==> src/hdl/lms_pkg.sv <==
// Shared types and constants for the max-subarray total block.
// Holds the generator constants, register indexes, reset values and the
// command/status structs between controller and datapath. No dependencies.
package lms_pkg;

  // Generator word width and divider step counter width
  localparam int DRAW_W    = 32;
  localparam int DIV_CNT_W = 5;

  localparam logic [DRAW_W-1:0] LCG_MUL = 32'd1664525;
  localparam logic [DRAW_W-1:0] LCG_ADD = 32'd1013904223;

  // Register file layout
  localparam int ECOUNT_W = 21;
  localparam int RCOUNT_W = 8;
  localparam int INDEX_W  = 2;
  localparam int TOTAL_W  = 64;

  typedef enum logic [INDEX_W-1:0] {
    REG_ELEMENT_COUNT = 2'd0,
    REG_LOW_BOUND     = 2'd1,
    REG_HIGH_BOUND    = 2'd2,
    REG_RUN_COUNT     = 2'd3
  } reg_index_t;

  localparam logic [ECOUNT_W-1:0] ECOUNT_RESET = 21'd10000;
  localparam logic [RCOUNT_W-1:0] RCOUNT_RESET = 8'd20;
  localparam int                  LOW_RESET    = -10;
  localparam int                  HIGH_RESET   = 10;

  // Controller to datapath
  typedef struct packed {
    logic init;
    logic adv_run;
    logic gen;
    logic div_step;
    logic value;
    logic add;
    logic best;
    logic accum;
    logic publish;
  } cmd_t;

  // Datapath to controller
  typedef struct packed {
    logic bound_err;
    logic no_runs;
    logic div_last;
    logic last_elem;
    logic last_run;
    logic out_free;
  } status_t;

  // One step of the 32-bit generator, wrapping modulo 2^32
  function automatic logic [DRAW_W-1:0] lcg_next(logic [DRAW_W-1:0] x);
    return x * LCG_MUL + LCG_ADD;
  endfunction

endpackage

==> src/hdl/lcg_max_subarray_total.sv <==
// Sum of maximum subarray sums over runs of generated values.
//
// Channels: a seed channel (seed_valid, seed_stall, start_seed) and a result
// channel (result_valid, result_stall, total_of_maxima, bound_error). A
// transfer happens at a clock edge with valid high and stall low. The
// configuration channel (cfg_valid, cfg_ready, cfg_index, cfg_data) writes
// element_count, low_bound, high_bound and run_count; cfg_ready is always high.
//
// One seed is worked at a time. Each element takes a generator step, the
// bit-serial modulo by the span, then value, suffix add and best compare.
// Each run adds a seed step and an accumulate step. Reversed bounds or a
// zero run count skip the runs and go straight to finish. The result sits
// in an output register; while the receiver stalls it holds, and a new
// seed is still taken. Synchronous reset clears control state and restores
// the configuration defaults; no result is pending after reset.
module lcg_max_subarray_total #(
  parameter int MAX_ELEMENTS = 1048576,
  parameter int VALUE_WIDTH  = 16
) (
  input  logic                                clk,
  input  logic                                rst,
  input  logic                                cfg_valid,
  output logic                                cfg_ready,
  input  logic [lms_pkg::INDEX_W-1:0]         cfg_index,
  input  logic [((VALUE_WIDTH > lms_pkg::ECOUNT_W) ? VALUE_WIDTH : lms_pkg::ECOUNT_W)-1:0]
                                              cfg_data,
  input  logic                                seed_valid,
  output logic                                seed_stall,
  input  logic [lms_pkg::DRAW_W-1:0]          start_seed,
  output logic                                result_valid,
  input  logic                                result_stall,
  output logic signed [lms_pkg::TOTAL_W-1:0]  total_of_maxima,
  output logic                                bound_error
);
  import lms_pkg::*;

  localparam int CFG_W = (VALUE_WIDTH > ECOUNT_W) ? VALUE_WIDTH : ECOUNT_W;

  cmd_t    cmd;
  status_t status;

  // Configuration is to be written only while idle; the block does not enforce this
  assign cfg_ready = 1'b1;

  lms_ctrl u_ctrl (
    .clk        (clk),
    .rst        (rst),
    .seed_valid (seed_valid),
    .seed_stall (seed_stall),
    .status     (status),
    .cmd        (cmd)
  );

  lms_dpath #(
    .MAX_ELEMENTS (MAX_ELEMENTS),
    .VALUE_WIDTH  (VALUE_WIDTH),
    .CFG_W        (CFG_W)
  ) u_dpath (
    .clk             (clk),
    .rst             (rst),
    .cfg_valid       (cfg_valid),
    .cfg_index       (cfg_index),
    .cfg_data        (cfg_data),
    .start_seed      (start_seed),
    .cmd             (cmd),
    .status          (status),
    .result_valid    (result_valid),
    .result_stall    (result_stall),
    .total_of_maxima (total_of_maxima),
    .bound_error     (bound_error)
  );

endmodule

==> src/hdl/lms_ctrl.sv <==
// Sequencer for the max-subarray total block.
// Walks runs and elements and drives the datapath commands; uses lms_pkg.
module lms_ctrl (
  input  logic             clk,
  input  logic             rst,
  input  logic             seed_valid,
  output logic             seed_stall,
  input  lms_pkg::status_t status,
  output lms_pkg::cmd_t    cmd
);
  import lms_pkg::*;

  typedef enum logic [9:0] {
    S_IDLE   = 10'b0000000001,
    S_CHECK  = 10'b0000000010,
    S_SEED   = 10'b0000000100,
    S_GEN    = 10'b0000001000,
    S_DIV    = 10'b0000010000,
    S_VALUE  = 10'b0000100000,
    S_ADD    = 10'b0001000000,
    S_BEST   = 10'b0010000000,
    S_ACCUM  = 10'b0100000000,
    S_FINISH = 10'b1000000000
  } state_t;

  state_t state, state_next;

  // Take a new seed only while idle
  assign seed_stall = (state != S_IDLE);

  // Next state and commands
  always_comb begin
    state_next = state;
    cmd        = '0;
    case (state)
      S_IDLE: begin
        if (seed_valid) begin
          cmd.init   = 1'b1;
          state_next = S_CHECK;
        end
      end
      S_CHECK: begin
        if (status.bound_err || status.no_runs) begin
          state_next = S_FINISH;
        end else begin
          state_next = S_SEED;
        end
      end
      S_SEED: begin
        cmd.adv_run = 1'b1;
        state_next  = S_GEN;
      end
      S_GEN: begin
        cmd.gen    = 1'b1;
        state_next = S_DIV;
      end
      S_DIV: begin
        cmd.div_step = 1'b1;
        if (status.div_last) begin
          state_next = S_VALUE;
        end
      end
      S_VALUE: begin
        cmd.value  = 1'b1;
        state_next = S_ADD;
      end
      S_ADD: begin
        cmd.add    = 1'b1;
        state_next = S_BEST;
      end
      S_BEST: begin
        cmd.best   = 1'b1;
        state_next = status.last_elem ? S_ACCUM : S_GEN;
      end
      S_ACCUM: begin
        cmd.accum  = 1'b1;
        state_next = status.last_run ? S_FINISH : S_SEED;
      end
      S_FINISH: begin
        // Hold until the output register is free
        if (status.out_free) begin
          cmd.publish = 1'b1;
          state_next  = S_IDLE;
        end
      end
      default: begin
        state_next = S_IDLE;
      end
    endcase
  end

  always_ff @(posedge clk) begin
    if (rst) begin
      state <= S_IDLE;
    end else begin
      state <= state_next;
    end
  end

endmodule

==> src/hdl/lms_dpath.sv <==
// Datapath for the max-subarray total block: config registers, generators,
// bit-serial modulo, Kadane recurrence, total and output register. Uses lms_pkg.
module lms_dpath #(
  parameter int MAX_ELEMENTS = 1048576,
  parameter int VALUE_WIDTH  = 16,
  parameter int CFG_W        = 21
) (
  input  logic                          clk,
  input  logic                          rst,
  input  logic                          cfg_valid,
  input  logic [lms_pkg::INDEX_W-1:0]   cfg_index,
  input  logic [CFG_W-1:0]              cfg_data,
  input  logic [lms_pkg::DRAW_W-1:0]    start_seed,
  input  lms_pkg::cmd_t                 cmd,
  output lms_pkg::status_t              status,
  output logic                          result_valid,
  input  logic                          result_stall,
  output logic signed [lms_pkg::TOTAL_W-1:0] total_of_maxima,
  output logic                          bound_error
);
  import lms_pkg::*;

  localparam int VW    = VALUE_WIDTH;
  localparam int RW    = VW + 1;
  localparam int CNT_W = $clog2(MAX_ELEMENTS + 1);
  localparam int CW    = (CNT_W > ECOUNT_W) ? CNT_W : ECOUNT_W;

  // Configuration registers
  logic [ECOUNT_W-1:0]  element_count;
  logic signed [VW-1:0] low_bound;
  logic signed [VW-1:0] high_bound;
  logic [RCOUNT_W-1:0]  run_count;

  // Working state
  logic [DRAW_W-1:0]      run_seed;
  logic [DRAW_W-1:0]      elem_state;
  logic [DRAW_W-1:0]      dividend;
  logic [RW-1:0]          rem;
  logic [RW-1:0]          span;
  logic signed [VW-1:0]   lo;
  logic [DIV_CNT_W-1:0]   div_cnt;
  logic signed [VW+1:0]   value;
  logic signed [TOTAL_W-1:0] suffix;
  logic signed [TOTAL_W-1:0] best;
  logic signed [TOTAL_W-1:0] total;
  logic [CW-1:0]          count_m1;
  logic [CW-1:0]          elem_cnt;
  logic [RCOUNT_W-1:0]    run_cnt;

  logic                   err_now;
  logic [CW-1:0]          ec_ext;
  logic [CW-1:0]          count_eff;
  logic [RW-1:0]          span_now;
  logic                   first_elem;
  logic [DRAW_W-1:0]      lcg_src;
  logic [DRAW_W-1:0]      lcg_out;
  logic [RW:0]            trial;
  logic [RW:0]            trial_diff;
  logic signed [TOTAL_W-1:0] value_ext;
  logic signed [TOTAL_W-1:0] suffix_base;

  // Write configuration
  always_ff @(posedge clk) begin
    if (rst) begin
      element_count <= ECOUNT_RESET;
      low_bound     <= VW'(LOW_RESET);
      high_bound    <= VW'(HIGH_RESET);
      run_count     <= RCOUNT_RESET;
    end else if (cfg_valid) begin
      case (reg_index_t'(cfg_index))
        REG_ELEMENT_COUNT: element_count <= cfg_data[ECOUNT_W-1:0];
        REG_LOW_BOUND:     low_bound     <= cfg_data[VW-1:0];
        REG_HIGH_BOUND:    high_bound    <= cfg_data[VW-1:0];
        REG_RUN_COUNT:     run_count     <= cfg_data[RCOUNT_W-1:0];
        default: begin
        end
      endcase
    end
  end

  // Bounds check, span and element count clamp
  assign err_now  = (high_bound < low_bound);
  assign span_now = RW'(high_bound) - RW'(low_bound) + RW'(1);
  assign ec_ext   = CW'(element_count);

  always_comb begin
    if (element_count == '0) begin
      count_eff = CW'(1);
    end else if (ec_ext > CW'(MAX_ELEMENTS)) begin
      count_eff = CW'(MAX_ELEMENTS);
    end else begin
      count_eff = ec_ext;
    end
  end

  // Share one generator step between run seed and element draws
  assign first_elem = (elem_cnt == '0);
  assign lcg_src    = cmd.adv_run ? run_seed : (first_elem ? run_seed : elem_state);
  assign lcg_out    = lcg_next(lcg_src);

  // Restoring modulo step: one dividend bit a cycle
  assign trial      = {rem, dividend[DRAW_W-1]};
  assign trial_diff = trial - {1'b0, span};

  assign value_ext   = TOTAL_W'(value);
  assign suffix_base = (first_elem || suffix <= 0) ? '0 : suffix;

  always_ff @(posedge clk) begin
    if (cmd.init) begin
      run_seed <= start_seed;
      lo       <= low_bound;
      span     <= span_now;
      count_m1 <= count_eff - CW'(1);
      total    <= '0;
    end
    if (cmd.adv_run) begin
      run_seed <= lcg_out;
    end
    if (cmd.gen) begin
      elem_state <= lcg_out;
      dividend   <= lcg_out;
      rem        <= '0;
    end
    if (cmd.div_step) begin
      dividend <= {dividend[DRAW_W-2:0], 1'b0};
      if (!trial_diff[RW]) begin
        rem <= trial_diff[RW-1:0];
      end else begin
        rem <= trial[RW-1:0];
      end
    end
    if (cmd.value) begin
      value <= (VW+2)'(lo) + (VW+2)'(rem);
    end
    if (cmd.add) begin
      suffix <= suffix_base + value_ext;
    end
    if (cmd.best) begin
      if (first_elem || suffix > best) begin
        best <= suffix;
      end
    end
    if (cmd.accum) begin
      total <= total + best;
    end
  end

  // Counters
  always_ff @(posedge clk) begin
    if (rst || cmd.init) begin
      elem_cnt <= '0;
      run_cnt  <= '0;
      div_cnt  <= '0;
    end else begin
      if (cmd.gen) begin
        div_cnt <= '0;
      end else if (cmd.div_step) begin
        div_cnt <= div_cnt + DIV_CNT_W'(1);
      end
      if (cmd.best) begin
        elem_cnt <= status.last_elem ? '0 : elem_cnt + CW'(1);
      end
      if (cmd.accum) begin
        run_cnt <= run_cnt + RCOUNT_W'(1);
      end
    end
  end

  // Output register: parts the result side from the work
  always_ff @(posedge clk) begin
    if (rst) begin
      result_valid <= 1'b0;
    end else if (cmd.publish) begin
      result_valid <= 1'b1;
    end else if (!result_stall) begin
      result_valid <= 1'b0;
    end
  end

  always_ff @(posedge clk) begin
    if (cmd.publish) begin
      total_of_maxima <= total;
      bound_error     <= err_now;
    end
  end

  always_comb begin
    status           = '0;
    status.bound_err = err_now;
    status.no_runs   = (run_count == '0);
    status.div_last  = (div_cnt == DIV_CNT_W'(DRAW_W - 1));
    status.last_elem = (elem_cnt == count_m1);
    status.last_run  = (run_cnt == run_count - RCOUNT_W'(1));
    status.out_free  = !result_valid || !result_stall;
  end

endmodule

==> config.mk <==
export PLATFORM = sky130hd
export DESIGN_NAME = lcg_max_subarray_total
export DESIGN_NICKNAME = d
export VERILOG_FILES = /design/src/hdl/lms_pkg.sv /design/src/hdl/lcg_max_subarray_total.sv /design/src/hdl/lms_ctrl.sv /design/src/hdl/lms_dpath.sv
export SDC_FILE = /design/constraint.sdc
export NUM_CORES = 2
export LEC_CHECK = 0
export BUFFER_PORTS_ARGS = -buffer_cell sky130_fd_sc_hd__buf_4
export CAP_MARGIN = 20
export CORE_ASPECT_RATIO = 0.8
export CORE_MARGIN = 2
export CORE_UTILIZATION = 30
export DETAILED_ROUTE_END_ITERATION = 7
export GPL_TIMING_DRIVEN = 0
export HOLD_SLACK_MARGIN = 0.12
export PLACE_DENSITY_LB_ADDON = 0.08
export SYNTH_ARGS = -nofsm -noshare
export SYNTH_HDL_FRONTEND = slang
export SYNTH_SLANG_ARGS = --single-unit
==> constraint.sdc <==
create_clock -name clk -period 10.03 [get_ports clk]
set_clock_uncertainty 0.2 [all_clocks]
set_input_delay 1.003 -clock clk [delete_from_list [all_inputs] [get_ports clk]]
set_output_delay 1.003 -clock clk [all_outputs]
set_load 0.01 [all_outputs]
[Word level (Yosys, flattened, before mapping)]
Cells that the tools add are included.
Word-level totals
  word-level logic and storage cells: 117
  register bits: 548
Cells by class
  equality and inequality tests: 21
  $add $sub $neg: 12
  order comparisons: 4
  reductions and logical operators: 21
  muxes and demuxes: 35
  multipliers: 1
Operators by type and width (count)
  two-way mux 32 bit: 6
  two-way mux 64 bit: 3
  case mux 10 bit (10 select lines): 1
  adder 64 x 18 -> 64 bit: 1
  adder 64 bit: 1
  > comparator 64 bit: 1
  <= comparator 64 x 1 -> 1 bit (second input constant): 1
  two-way mux 21 bit: 3
  two-way mux 17 bit: 3
  two-way mux 10 bit: 5
  zero test 21 bit: 2
  adder 32 x 30 -> 32 bit (second input constant): 1
  multiplier 32 x 21 -> 32 bit (second input constant): 1
  adder 21 x 1 -> 21 bit (second input constant): 1
  == test 21 bit: 1
  > comparator 21 bit (second input constant): 1
  subtractor 21 x 1 -> 21 bit (second input constant): 1
  adder 18 x 17 -> 18 bit: 1
  subtractor 18 x 17 -> 18 bit: 1
  adder 17 x 2 -> 17 bit (second input constant): 1
  subtractor 16 x 16 -> 17 bit: 1
  < comparator 16 bit: 1
  two-way mux 1 bit: 13
  == test 10 x 1 -> 1 bit (second input constant): 1
  other kinds (28): 42

[Logic depth before layout (Yosys ltp)]
  depth in word-level cells: 7
  depth in mapped cells: 35
  depth with buffers taken out: 33

[By module]
Synthesis repeated with hierarchy kept, for this count alone.
Second synthesis, totals
  cells, all modules: 3804
  area total of the unflattened synthesis: 39235.1 sq um
Modules (own cells, without submodules)
  lms_dpath: area an instance 38598.3 sq um, seq. area each 15184.6 sq um, times used 1, cells each 3728
  lms_ctrl: area an instance 625.6 sq um, seq. area each 200.2 sq um, times used 1, cells each 74
  lcg_max_subarray_total: area an instance 11.3 sq um, seq. area each 0.0 sq um, times used 1, cells each 2

[Worst setup path before layout]
OpenSTA, ideal clock, no wires.
  kind: register -> register
  from: reg u_dpath.elem_cnt[0]
  to: reg u_dpath.run_seed[28] (data pin)
  setup time: 0.260 ns
  stages on the path, launching flop included: 34
  arrival: 7.959 ns
  setup slack: 1.611 ns
  cells stage by stage: dfxtp_1 inv_1 ha_1 nor4b_1 and3_1 nand3_1 nand2_2 buf_1 mux2i_1 inv_1 ha_1 fa_1 inv_1 fa_1 inv_1 fa_1 inv_1 fa_1 fa_1 inv_1 fa_1 inv_1 ha_1 a21oi_1 nor2b_1 o21ai_0 nand2b_1 or3_1 a211o_1 nand2_1 nor2_1 nor4_1 nor3_1 mux2_2
Between the ends
  cells in the longest elaborated chain, start to end: 6
Ends and longest elaborated chain
  from (decl): line lms_dpath.sv:47  | logic [CW-1:0] elem_cnt;
  from (signal assigned): line lms_dpath.sv:161  | elem_cnt <= status.last_elem ? '0 : elem_cnt + CW'(1);
  zero test 21 bit: line lms_dpath.sv:97  | assign first_elem = (elem_cnt == '0);
  two-way mux 32 bit (2 in series): line lms_dpath.sv:98  | assign lcg_src = cmd.adv_run ? run_seed : (first_elem ? run_seed : elem_state);
  multiplier 32 x 21 -> 32 bit: line lms_pkg.sv:56  | return x * LCG_MUL + LCG_ADD;
  adder 32 x 30 -> 32 bit: line lms_pkg.sv:56
  net u_dpath.lcg_out[28]: line lms_dpath.sv:56  | logic [DRAW_W-1:0] lcg_out;
  two-way mux 32 bit: line lms_dpath.sv:116  | if (cmd.adv_run) begin
  to (signal assigned): line lms_dpath.sv:110  | run_seed <= start_seed;
  to (signal assigned): line lms_dpath.sv:117  | run_seed <= lcg_out;
  to (decl): line lms_dpath.sv:35  | logic [DRAW_W-1:0] run_seed;
The timed path passes the listed nets, and every way through them passes these cells.
A chain may end at the register's enable or synchronous reset.

[Worst setup path in the final report]
Same ends and word-level chain as after synthesis.

==> flow_summary_export.csv <==
group,metric,value,unit
run,maxCapViolations,0,
route,firstDrtPassIters,5,
setup_path,path_buf_inv,8,
timing,fmax,106,MHz
placed_design,portBuffers,125,
route,antenna_left,0,
yosys,avgSynthCellArea,10.3,um^2
route,wl_per_cell,19.0,um
finish,final_common_cell,"inv_1",
timing,slew_viol_final,0,
floorplan,num_rows,118,
clock_tree,cts_max_path_buffers,3,
timing,rsz0062_at_grt,"false",
clock_tree,cts_buffers,70,
yosys,ys_types,109,
yosys,syn_area,39200,um^2
grt,antenna_found_initial,5,
timing,hold_slack,0.237,ns
setup_path,worstPathArrival,9.79,ns
setup_path,critPathKind,"flop to flop",
route,via_per_inst,4.71,
setup_path,crit_family,"adder cells",
clock_tree,clk_pin_slew,0.06,ns
timing,min_period,9.45,ns
floorplan,die_x,408,um
yosys,synth-seq-cells,548,
setup_path,cp-startpoint,"u_dpath.elem_cnt[0]$_SDFFE_PP0N_",
clock_tree,cts_max_level,3,
timing,hold_viol_final,0,
finish,fin_util,34.9,%
finish,final_cells,5826,
floorplan,die-area,134000,um^2
finish,fin_nets,4659,
yosys,synthArstFlopShare,0,%
route,drt_iter0_drc,1642,
floorplan,io_pins,128,
floorplan,core-area,129000,um^2
finish,drive_gt1_share,9.63,%
floorplan,start_util,30.3,%
min_path,hp-class,"flop to flop",
placed_design,hpwl,89300,um
clock_tree,clockRootBuffer,"clkbuf_16",
timing,tightestPinTransition,1.11,ns
min_path,min_from,"u_dpath.low_bound[12]$_SDFFE_PP1P_",
placed_design,place_congestion,0.847,
floorplan,fp.dieH,327,um
grt,grt_pass1_wl,169000,um
setup_path,critPathMaxStageDelay,0.59,ns
yosys,yosys_most_used_dff,"edfxtp_1",
timing,setup_viol,0,
finish,final_cell_mix,"inv_1 (461), edfxtp_1 (441), ha_1 (420)",
clock_tree,clkLatencyLatePin,0.69,ns
yosys,yosysSeqAreaShare,39.3,%
timing,post-route-period-util,94.2,%
grt,grt_pass1_vias,27107,
setup_path,critPathLaunchType,"flop",
grt,track_usage,16.6,%
setup_path,slowest_stage,"fa_1",
setup_path,timing.rr.start,"u_dpath.elem_cnt[0]$_SDFFE_PP0N_",
route,drc,0,
grt,grt_max_degree,50,
setup_path,worst_path_most_repeated_cell,"inv_1",
yosys,synth_edf_count,441,
finish,final.fill_count,13258,
yosys,syn_inst,3810,
timing,slew_headroom,25.7,%
yosys,ys_warn_count,0,
yosys,synthesis.nets,4440,
route,drt-total-wl,111000,um
clock_tree,cts.sinks,548,
run_status,status,"completed",
clock_tree,tritoncts,"yes",
setup_path,critPathCaptureType,"flop",
finish,area.growth.synth_to_final,15.2,%
grt,grt_overflow,0,
setup_path,crit_required,10.37,ns
placed_design,dp.cells,5696,
setup_path,cp_max_fo,8,
route,vias,27421,
-- cells in the mapped netlist, types with 15 or more instances --
master	instances	area, um^2
a21oi_1	244	1220
and2_1	75	469
nor2b_1	31	194
nand2b_1	29	181
xnor2_1	182	1590
a211o_1	23	201
fa_1	150	3000
o21bai_1	33	248
or3_1	16	100
nand3b_1	16	120
a21o_1	128	961
edfxtp_1	441	13200
nor4_1	38	238
mux2_2	48	541
mux2i_1	30	300
nand2_1	268	1010
nor2_1	274	1030
a31oi_1	17	106
clkbuf_1	91	342
a211oi_1	15	113
dfxtp_1	107	2140
nor3_1	43	215
ha_1	420	5260
and3_1	22	138
nand3_1	80	400
nand4_1	51	319
o21a_1	31	233
inv_1	462	1730
a22o_1	28	245
xor2_1	86	753
o21ai_0	117	586
-- cell type report --
type / instances / area (um^2) / area share, %
buffer: 104 / 424 / 0.940
inverter: 463 / 1740 / 3.85
multi-input combinational: 2695 / 21800 / 48.2
antenna: 3 / 7.51 / 0.0166
timing repair buffer: 147 / 1280 / 2.85
clock inverter: 37 / 445 / 0.987
sequential: 548 / 15400 / 34.1
clock buffer: 89 / 1910 / 4.24
tap: 1740 / 2180 / 4.82
-- metal layers --
layer | part of all wire, % | global-route usage, %
met5 | 0.012 | 0
met4 | 1.8 | 4.05
met3 | 3.5 | 2.45
met2 | 40 | 23.3
met1 | 54 | 26.1
-- final timing paths --
path,endpoint,slack (ns),cells past startpoint
setup / recovery,u_dpath.run_seed[28]$_DFFE_PP_,0.58,32
hold / removal,u_dpath.lo[12]$_DFFE_PP_,0.24,0
setup reg to reg,u_dpath.run_seed[28]$_DFFE_PP_,0.58,32
hold reg to reg,u_dpath.lo[12]$_DFFE_PP_,0.24,0
-- logic make-up (layout without fill, tap and decap cells) --
| family | after synthesis | in the layout | synth area share [%] |
|---|---|---|---|
| buf+inv | 567 | 840 | 5.48 |
| xor+xnor | 269 | 269 | 6.06 |
| other cells | 1 | 4 | 0.00957 |
| simple gates | 996 | 996 | 12.4 |
| fa+ha+maj | 570 | 570 | 21.1 |
| compound gates | 781 | 781 | 13.6 |
| flops | 548 | 548 | 39.3 |
| mux | 78 | 78 | 2.15 |
-- per-stage QoR --
step | setup TNS [ns] | instance area (um^2) | setup slack, ns
2_1_floorplan | 0 | 39200 | 1.61
3_3_place_gp | -60.31 | 42300 | -0.829
3_5_place_dp | -10.46 | 42700 | -0.860
4_1_cts | 0 | 45100 | 0.171
5_1_grt | 0 | 45100 | 0.0384
6_report | 0 | 45100 | 0.583
-- sequential cells by signal (all words and copies together) (netlist names), 17 cells and up --
register and flops:
u_dpath.best 64, u_dpath.count_m1 21, u_dpath.dividend 32, u_dpath.ec_ext 21, u_dpath.elem_cnt 21, u_dpath.elem_state 32, u_dpath.rem 17, u_dpath.run_seed 32
u_dpath.span 17, u_dpath.suffix 64, u_dpath.total 64, u_dpath.total_of_maxima 64, u_dpath.value 18
-- timing repair --
item                                    4_1_cts  5_1_grt
hold buffers                                  0        0
hold endpoints to repair                      0        0
setup buffers                                 0        1
endpoints found under the setup margin       23        7
gates resized for setup                       9        9
Power is left out: the tool's default activity adds up to more than one toggle a clock period on the data nets, which glitch-free logic cannot reach.
